File: src/design/nq_pkg.sv
// shared types and constants for the n-queens solution search
// no dependencies; imported by nq_conflict and n_queens_solution_search
package nq_pkg;

  // board geometry
  localparam int QueenDepth = 16;
  localparam int ColW       = $clog2(QueenDepth);
  localparam int CntW       = ColW + 1;

  typedef logic [ColW-1:0] col_t;
  typedef logic [CntW-1:0] cnt_t;

  localparam cnt_t MAX_QUEENS = cnt_t'(QueenDepth);
  localparam cnt_t BOARD_RST  = cnt_t'(8);

  // search sequencer states
  typedef enum logic [2:0] {
    ST_IDLE,
    ST_TOP,
    ST_BT_WAIT,
    ST_CHECK,
    ST_EMIT,
    ST_EXH
  } nq_state_e;

  // operands of the shared attack check
  typedef struct packed {
    col_t placed;
    col_t cand;
    cnt_t row_gap;
  } nq_chk_t;

endpackage

File: src/design/nq_conflict.sv
// shared attack check: same column or same diagonal as an earlier queen
// depends on nq_pkg
module nq_conflict (
  input  nq_pkg::nq_chk_t chk_i,
  output logic            hit_o
);
  import nq_pkg::*;

  col_t diff;

  // absolute column distance
  always_comb begin
    if (chk_i.placed > chk_i.cand) begin
      diff = chk_i.placed - chk_i.cand;
    end else begin
      diff = chk_i.cand - chk_i.placed;
    end
  end

  assign hit_o = (chk_i.placed == chk_i.cand) || ({1'b0, diff} == chk_i.row_gap);

endmodule

File: src/design/n_queens_solution_search.sv
// n-queens depth-first backtracking search, top level
// depends on nq_pkg and nq_conflict
//
// Usage: write board_size through cfg_we_i/cfg_wdata_i while the block is
// idle; a write clears the search so the next request starts afresh. Each
// input word (restart_i) asks for the next solution, or a fresh search when
// restart_i is high or no search has run. The block answers with one output
// word per row (row_index_o, column_index_o), last_row_o set on the final
// one, or a single word with exhausted_o and last_row_o set when no further
// solution exists. Sizes above 16 act as 16; size 0 gives exhausted at once.
// Timing: in_stall_o rises after acceptance and falls once the last output
// word is loaded. The search uses one shared attack checker: each candidate
// column is checked against the earlier rows one at a time, and a backtrack
// reads the previous row's column back from memory and resumes after it; a
// fitting column is written in its last check cycle (the first row needs no
// check), and a full board moves on to the emit state. Results then leave at
// one word per cycle through the output register while the output is not
// stalled. A stalled output word holds; while it waits, the emit and exhausted
// states pause. Reset sets board_size to 8 and clears the search; the column
// memory has no reset and is always written before read.
module n_queens_solution_search (
  input  logic                 clk_i,
  input  logic                 rst_ni,
  input  logic                 cfg_we_i,
  input  nq_pkg::cnt_t         cfg_wdata_i,
  input  logic                 in_valid_i,
  output logic                 in_stall_o,
  input  logic                 restart_i,
  output logic                 out_valid_o,
  input  logic                 out_stall_i,
  output nq_pkg::col_t         row_index_o,
  output nq_pkg::col_t         column_index_o,
  output logic                 last_row_o,
  output logic                 exhausted_o
);
  import nq_pkg::*;

  nq_state_e state_q, state_d;
  cnt_t      board_q;
  cnt_t      cursor_q, cursor_d;
  logic      started_q, started_d;
  logic      done_q, done_d;
  cnt_t      r_q, r_d;
  cnt_t      cand_q, cand_d;
  col_t      i_q, i_d;
  col_t      k_q, k_d;

  col_t      qcol_q [QueenDepth];
  col_t      rdata_q;
  col_t      raddr;
  logic      mem_we;

  logic      out_valid_q;
  col_t      row_q, col_q;
  logic      last_q, exh_q;
  logic      load_row, load_exh;

  cnt_t      n_eff;
  logic      in_acc, fresh, resume_bad, slot_free, hit;
  logic      last_k, check_end;
  nq_chk_t   chk;

  // effective board size
  assign n_eff = (board_q > MAX_QUEENS) ? MAX_QUEENS : board_q;

  assign in_stall_o = (state_q != ST_IDLE);
  assign in_acc     = in_valid_i && (state_q == ST_IDLE);
  assign fresh      = restart_i || !started_q;
  assign resume_bad = done_q || (cursor_q == '0) || (cursor_q > n_eff);
  assign slot_free  = !out_valid_q || !out_stall_i;
  assign last_k     = (({1'b0, k_q} + cnt_t'(1)) == n_eff);
  assign check_end  = (({1'b0, i_q} + cnt_t'(1)) == r_q);

  // shared attack check against the queen read from memory
  assign chk.placed  = rdata_q;
  assign chk.cand    = cand_q[ColW-1:0];
  assign chk.row_gap = r_q - {1'b0, i_q};

  nq_conflict u_conflict (
    .chk_i (chk),
    .hit_o (hit)
  );

  // next state
  always_comb begin
    state_d = state_q;
    case (state_q)
      ST_IDLE: begin
        if (in_acc) begin
          if (fresh) begin
            state_d = (n_eff == '0) ? ST_EXH : ST_TOP;
          end else begin
            state_d = resume_bad ? ST_EXH : ST_BT_WAIT;
          end
        end
      end
      ST_TOP: begin
        if (r_q >= n_eff) begin
          state_d = ST_EMIT;
        end else if (cand_q >= n_eff) begin
          state_d = (r_q == '0) ? ST_EXH : ST_BT_WAIT;
        end else if (r_q != '0) begin
          state_d = ST_CHECK;
        end
      end
      ST_BT_WAIT: state_d = ST_TOP;
      ST_CHECK: begin
        if (hit || check_end) begin
          state_d = ST_TOP;
        end
      end
      ST_EMIT: begin
        if (slot_free && last_k) begin
          state_d = ST_IDLE;
        end
      end
      ST_EXH: begin
        if (slot_free) begin
          state_d = ST_IDLE;
        end
      end
      default: state_d = ST_IDLE;
    endcase
  end

  // sequencer outputs and datapath next values
  always_comb begin
    cursor_d  = cursor_q;
    started_d = started_q;
    done_d    = done_q;
    r_d       = r_q;
    cand_d    = cand_q;
    i_d       = i_q;
    k_d       = k_q;
    raddr     = i_q;
    mem_we    = 1'b0;
    load_row  = 1'b0;
    load_exh  = 1'b0;
    case (state_q)
      ST_IDLE: begin
        if (in_acc) begin
          if (fresh) begin
            started_d = 1'b1;
            done_d    = 1'b0;
            cursor_d  = '0;
            r_d       = '0;
            cand_d    = '0;
          end else if (!resume_bad) begin
            r_d   = cursor_q - cnt_t'(1);
            raddr = r_d[ColW-1:0];
          end
        end
      end
      ST_TOP: begin
        if (r_q >= n_eff) begin
          cursor_d = n_eff;
          k_d      = '0;
          raddr    = '0;
        end else if (cand_q >= n_eff) begin
          if (r_q == '0) begin
            cursor_d = '0;
          end else begin
            r_d   = r_q - cnt_t'(1);
            raddr = r_d[ColW-1:0];
          end
        end else if (r_q == '0) begin
          // first row needs no check
          mem_we = 1'b1;
          r_d    = cnt_t'(1);
          cand_d = '0;
        end else begin
          i_d   = '0;
          raddr = '0;
        end
      end
      ST_BT_WAIT: begin
        cand_d = {1'b0, rdata_q} + cnt_t'(1);
      end
      ST_CHECK: begin
        if (hit) begin
          cand_d = cand_q + cnt_t'(1);
        end else if (check_end) begin
          mem_we = 1'b1;
          r_d    = r_q + cnt_t'(1);
          cand_d = '0;
        end else begin
          i_d   = i_q + col_t'(1);
          raddr = i_d;
        end
      end
      ST_EMIT: begin
        raddr = k_q;
        if (slot_free) begin
          load_row = 1'b1;
          if (!last_k) begin
            k_d   = k_q + col_t'(1);
            raddr = k_d;
          end
        end
      end
      ST_EXH: begin
        if (slot_free) begin
          load_exh = 1'b1;
          done_d   = 1'b1;
        end
      end
      default: ;
    endcase
  end

  // control registers
  always_ff @(posedge clk_i or negedge rst_ni) begin
    if (!rst_ni) begin
      state_q   <= ST_IDLE;
      board_q   <= BOARD_RST;
      cursor_q  <= '0;
      started_q <= 1'b0;
      done_q    <= 1'b0;
      r_q       <= '0;
      cand_q    <= '0;
      i_q       <= '0;
      k_q       <= '0;
    end else begin
      state_q <= state_d;
      r_q     <= r_d;
      cand_q  <= cand_d;
      i_q     <= i_d;
      k_q     <= k_d;
      if (cfg_we_i) begin
        board_q   <= cfg_wdata_i;
        cursor_q  <= '0;
        started_q <= 1'b0;
        done_q    <= 1'b0;
      end else begin
        cursor_q  <= cursor_d;
        started_q <= started_d;
        done_q    <= done_d;
      end
    end
  end

  // column memory, one write and one registered read port
  always_ff @(posedge clk_i) begin
    if (mem_we) begin
      qcol_q[r_q[ColW-1:0]] <= cand_q[ColW-1:0];
    end
    rdata_q <= qcol_q[raddr];
  end

  // output word register
  always_ff @(posedge clk_i or negedge rst_ni) begin
    if (!rst_ni) begin
      out_valid_q <= 1'b0;
    end else if (load_row || load_exh) begin
      out_valid_q <= 1'b1;
    end else if (!out_stall_i) begin
      out_valid_q <= 1'b0;
    end
  end

  always_ff @(posedge clk_i) begin
    if (load_row) begin
      row_q  <= k_q;
      col_q  <= rdata_q;
      last_q <= last_k;
      exh_q  <= 1'b0;
    end else if (load_exh) begin
      row_q  <= '0;
      col_q  <= '0;
      last_q <= 1'b1;
      exh_q  <= 1'b1;
    end
  end

  assign out_valid_o    = out_valid_q;
  assign row_index_o    = row_q;
  assign column_index_o = col_q;
  assign last_row_o     = last_q;
  assign exhausted_o    = exh_q;

  // checks on the sequencer and the output word
  a_check_below_row: assert property (@(posedge clk_i) disable iff (!rst_ni)
    (state_q == ST_CHECK) |-> ({1'b0, i_q} < r_q))
    else $error("check index not below current row");

  a_top_row_range: assert property (@(posedge clk_i) disable iff (!rst_ni)
    (state_q == ST_TOP) |-> (r_q <= n_eff))
    else $error("row cursor beyond board size");

  a_emit_range: assert property (@(posedge clk_i) disable iff (!rst_ni)
    (state_q == ST_EMIT) |-> ({1'b0, k_q} < n_eff))
    else $error("emit row beyond board size");

  a_accept_leaves_idle: assert property (@(posedge clk_i) disable iff (!rst_ni)
    (in_valid_i && !in_stall_o) |=> (state_q != ST_IDLE))
    else $error("accepted word left sequencer idle");

  a_exh_word: assert property (@(posedge clk_i) disable iff (!rst_ni)
    (out_valid_q && exh_q) |-> (last_q && (row_q == '0) && (col_q == '0)))
    else $error("malformed exhausted word");

endmodule
File: config.mk
export PLATFORM = sky130hd
export DESIGN_NAME = n_queens_solution_search
export DESIGN_NICKNAME = d
export VERILOG_FILES = /design/src/design/nq_pkg.sv /design/src/design/nq_conflict.sv /design/src/design/n_queens_solution_search.sv
export SDC_FILE = /design/constraint.sdc
export NUM_CORES = 1
export LEC_CHECK = 0
export BUFFER_PORTS_ARGS = -buffer_cell sky130_fd_sc_hd__clkbuf_2
export CORE_UTILIZATION = 35
export DETAILED_ROUTE_END_ITERATION = 6
export GPL_TIMING_DRIVEN = 0
export PLACE_DENSITY = 0.47
export SETUP_SLACK_MARGIN = 0.1
export SYNTH_ARGS = -nofsm -noshare
export SYNTH_HDL_FRONTEND = slang
export SYNTH_SLANG_ARGS = --single-unit
File: constraint.sdc
create_clock -name clk_i -period 6.6 [get_ports clk_i]
set_clock_uncertainty 0.15 [all_clocks]
set_input_delay 0 -clock clk_i [delete_from_list [all_inputs] [get_ports clk_i]]
set_output_delay 0 -clock clk_i [all_outputs]
set_load 0.02 [all_outputs]
==> results.cfg <==
[drt]
finalWirelength_um = 19700
drt_iter0_markers = 459
first_pass_iters = 4
final_antenna_net_count = 0
wl_per_cell_um = 20.1
via_per_inst = 5.65
drc = 0
route.vias.total = 5534

[sta]
rsz0062_at_grt = no
post-route-period-util_pct = 76.5
finalSetupViolations = 0
fin_setup_tns_ns = 0
drv_slew = 0
slew_headroom_pct = 30.4
period_needed_ns = 5.05
hold_viol_final = 0
setup_ws_ns = 1.55
hold_slack_ns = 0.0520
fmax_mhz = 198
tightest_slew_ns = 1.04

[finish]
fin_nets = 764
fin_util_pct = 40.8
multi_input_area_um2 = 3460
fin_area_um2 = 7750
drive_gt1_share_pct = 10.6
final_cells = 980
fillCellCount = 1863
seqCellArea_um2 = 3140
area_growth_pct = 12.4

[global_routing]
overflow = 0
track_usage_pct = 20.3
grt_pass1_vias = 5325
grt_first_pass_wirelength_um = 30700
grt_max_degree = 35
antenna_found_initial = 0

[floorplanning]
core_area_um2 = 19000
rows = 50
die_w_um = 142
fp.dieH_um = 142
dieArea_um2 = 20300
ios = 23
initial_utilization_pct = 36.3

[logic_synthesis]
synth_flop_cell = edfxtp_1
syn_area_um2 = 6900
avgSynthCellArea_um2 = 10.3
synth_edf_count = 73
yosysSeqAreaShare_pct = 45.6
syn_inst = 671
ys_types = 77
synth_warnings = 0
async_reset_ff_share_pct = 30.4
mappedNetlistNets = 721
ys_ff_latch = 112

[place]
post_dp_cell_area_um2 = 7330
dpl.cell_count = 953
gp_congestion = 0.863
pre_cts_slack_ns = 1.57
dp_hpwl_um = 14600
io_buffers = 22

[clock_network]
clock-sinks = 112
ctsHoldBuffers = 10
clk_pin_slew_ns = 0.08
cts_tree = done
post_cts_resize_count = 0
cts_buffers = 9
htree_levels = 3
cts_buffer_depth = 2
cts-root-buf = clkbuf_16
cts_setup_buffers = 0
clock_latency_ns = 0.37

[critical_path]
rrSetupSlack_ns = 1.55
crit_fanout = 22
crit_chain = inv_1 -> ha_1 -> nand4_1 -> a21boi_2 -> mux2i_1 -> mux2_2 -> a211oi_1 -> a21o_4 -> buf_6 -> mux2_2 -> o211ai_1 -> nand4_1
ff2ff_path_depth = 12
worstReg2RegStart = cand_q[0]$_DFFE_PN0P_
end_kind = flip-flop
startpoint_type = flip-flop
crit_type = reg2reg
path_buf_inv = 2
slowest_delay_ns = 0.93
cp_slowest_cell = dfrtp_1
r2r-end = rdata_q[2]$_DFF_P_
cp_top_family = compound AO/OA/AOI/OAI gates
critPathRequiredTime_ns = 6.68
cp.arrival_ns = 5.13

[pwr]
powerDensity_nw_per_um2 = 509
finalPower_mw = 3.95
p_leak_nw = 3.03
ir_worst_vdd_uv = 239

[worst_hold_path]
whs_path_depth = 6
hold_path.startpoint = restart_i
hold_end = r_q[1]$_DFFE_PN0P_
min_path_type = in2reg

[job]
drv_cap = 0

[outcome]
run_status = completed
routing by layer:
metal  track usage (%)  wire length [um]  share of wire, %  up-vias
li1                  -                 -                 -     2628
met1              30.1              9710                49     2722
met2              30.3              8590                44      161
met3              2.66              1010               5.2       23
met4              6.73               343               1.7        0
met5                 0                 0                 0        -
cell usage after synthesis, types with 3 or more instances:
cell | n | share of area (%)
a311oi_1 | 4 | 0.51
buf_2 | 7 | 0.51
xnor2_1 | 14 | 1.8
mux2_1 | 6 | 0.98
o31ai_1 | 8 | 0.87
nor2b_1 | 5 | 0.45
a32oi_1 | 3 | 0.38
and3_1 | 7 | 0.63
nor4_1 | 4 | 0.36
mux2_2 | 15 | 2.4
o211ai_1 | 16 | 1.7
buf_6 | 3 | 0.49
mux2i_1 | 13 | 1.9
a211oi_1 | 20 | 2.2
nand2b_1 | 14 | 1.3
nand3b_1 | 4 | 0.44
fa_1 | 3 | 0.87
o21ai_0 | 32 | 2.3
nor2_1 | 50 | 2.7
a211o_1 | 13 | 1.7
ha_1 | 36 | 6.5
a22o_1 | 4 | 0.51
a31oi_1 | 13 | 1.2
xor2_1 | 10 | 1.3
a21oi_1 | 32 | 2.3
and2_1 | 8 | 0.73
a32o_1 | 3 | 0.44
inv_1 | 39 | 2.1
dfrtp_1 | 33 | 12
o221ai_1 | 4 | 0.51
clkbuf_1 | 17 | 0.92
nand2_1 | 54 | 2.9
nor3_1 | 12 | 0.87
or2_2 | 3 | 0.27
o22a_1 | 4 | 0.51
dfxtp_1 | 5 | 1.5
a21o_1 | 9 | 0.98
edfxtp_1 | 73 | 32
nand3_1 | 17 | 1.2
nand4_1 | 8 | 0.73
worst max path at each step:
stage	from	endpoint	slack, ns	cells after the start
after floorplan	cand_q[2]$_DFFE_PN0P_	rdata_q[0]$_DFF_P_	2.88	14
after global placement	cand_q[0]$_DFFE_PN0P_	rdata_q[0]$_DFF_P_	1.62	12
after detailed placement	cand_q[0]$_DFFE_PN0P_	rdata_q[0]$_DFF_P_	1.57	12
after CTS	cand_q[1]$_DFFE_PN0P_	rdata_q[0]$_DFF_P_	1.55	12
after global routing	cand_q[1]$_DFFE_PN0P_	rdata_q[2]$_DFF_P_	1.32	12
final	cand_q[0]$_DFFE_PN0P_	rdata_q[2]$_DFF_P_	1.55	12
layout make-up:
type | instances | area share, %
inverter | 39 | 1.89
antenna | 1 | 0.0323
clock buffer | 9 | 2.90
buffer | 29 | 1.86
multi-input combinational | 491 | 44.7
tap | 260 | 4.19
timing repair buffer | 32 | 2.71
sequential | 112 | 40.5
clock inverter | 7 | 1.19
power breakdown:
part           internal, mW  switching, mW  leakage [nW]
Sequential            0.868          0.144          1.16
Combinational         0.891           1.46          1.71
Clock                 0.304          0.284         0.154
Total                  2.06           1.89          3.03
flip-flops by register name (all words and copies together), names as in the netlist, 5 cells and up:
| name | cells |
|---|---|
| cand_q | 5 |
| qcol_q | 64 |
| r_q | 5 |
| cursor_q | 5 |
| board_q | 5 |
worst min-delay path, delay by kind of cell:
kind            cells  cell delay [ns]
compound gates      2             0.15
buf+inv             1             0.09
simple gates        3             0.29
cells by family after synthesis:
logic type,synth area share [%]
buf+inv,4.21
compound gates,19.9
fa+ha+maj,7.40
mux,5.31
xor+xnor,3.05
flops,45.6
simple gates,14.5
cells in the final DEF (no fill, tap or decap), drive strengths merged, types with 12 or more instances in the layout:
cell	instances
a211oi	20
clkbuf	48
o21ai	33
o211ai	16
inv	41
edfxtp	73
nand2b	14
nor2	50
nand2	54
a21oi	32
mux2	21
ha	36
mux2i	13
a211o	13
nor3	13
buf	12
dfrtp	33
xnor2	14
a31oi	13
nand3	17
Note: power is estimated with default switching activity, not from simulation.
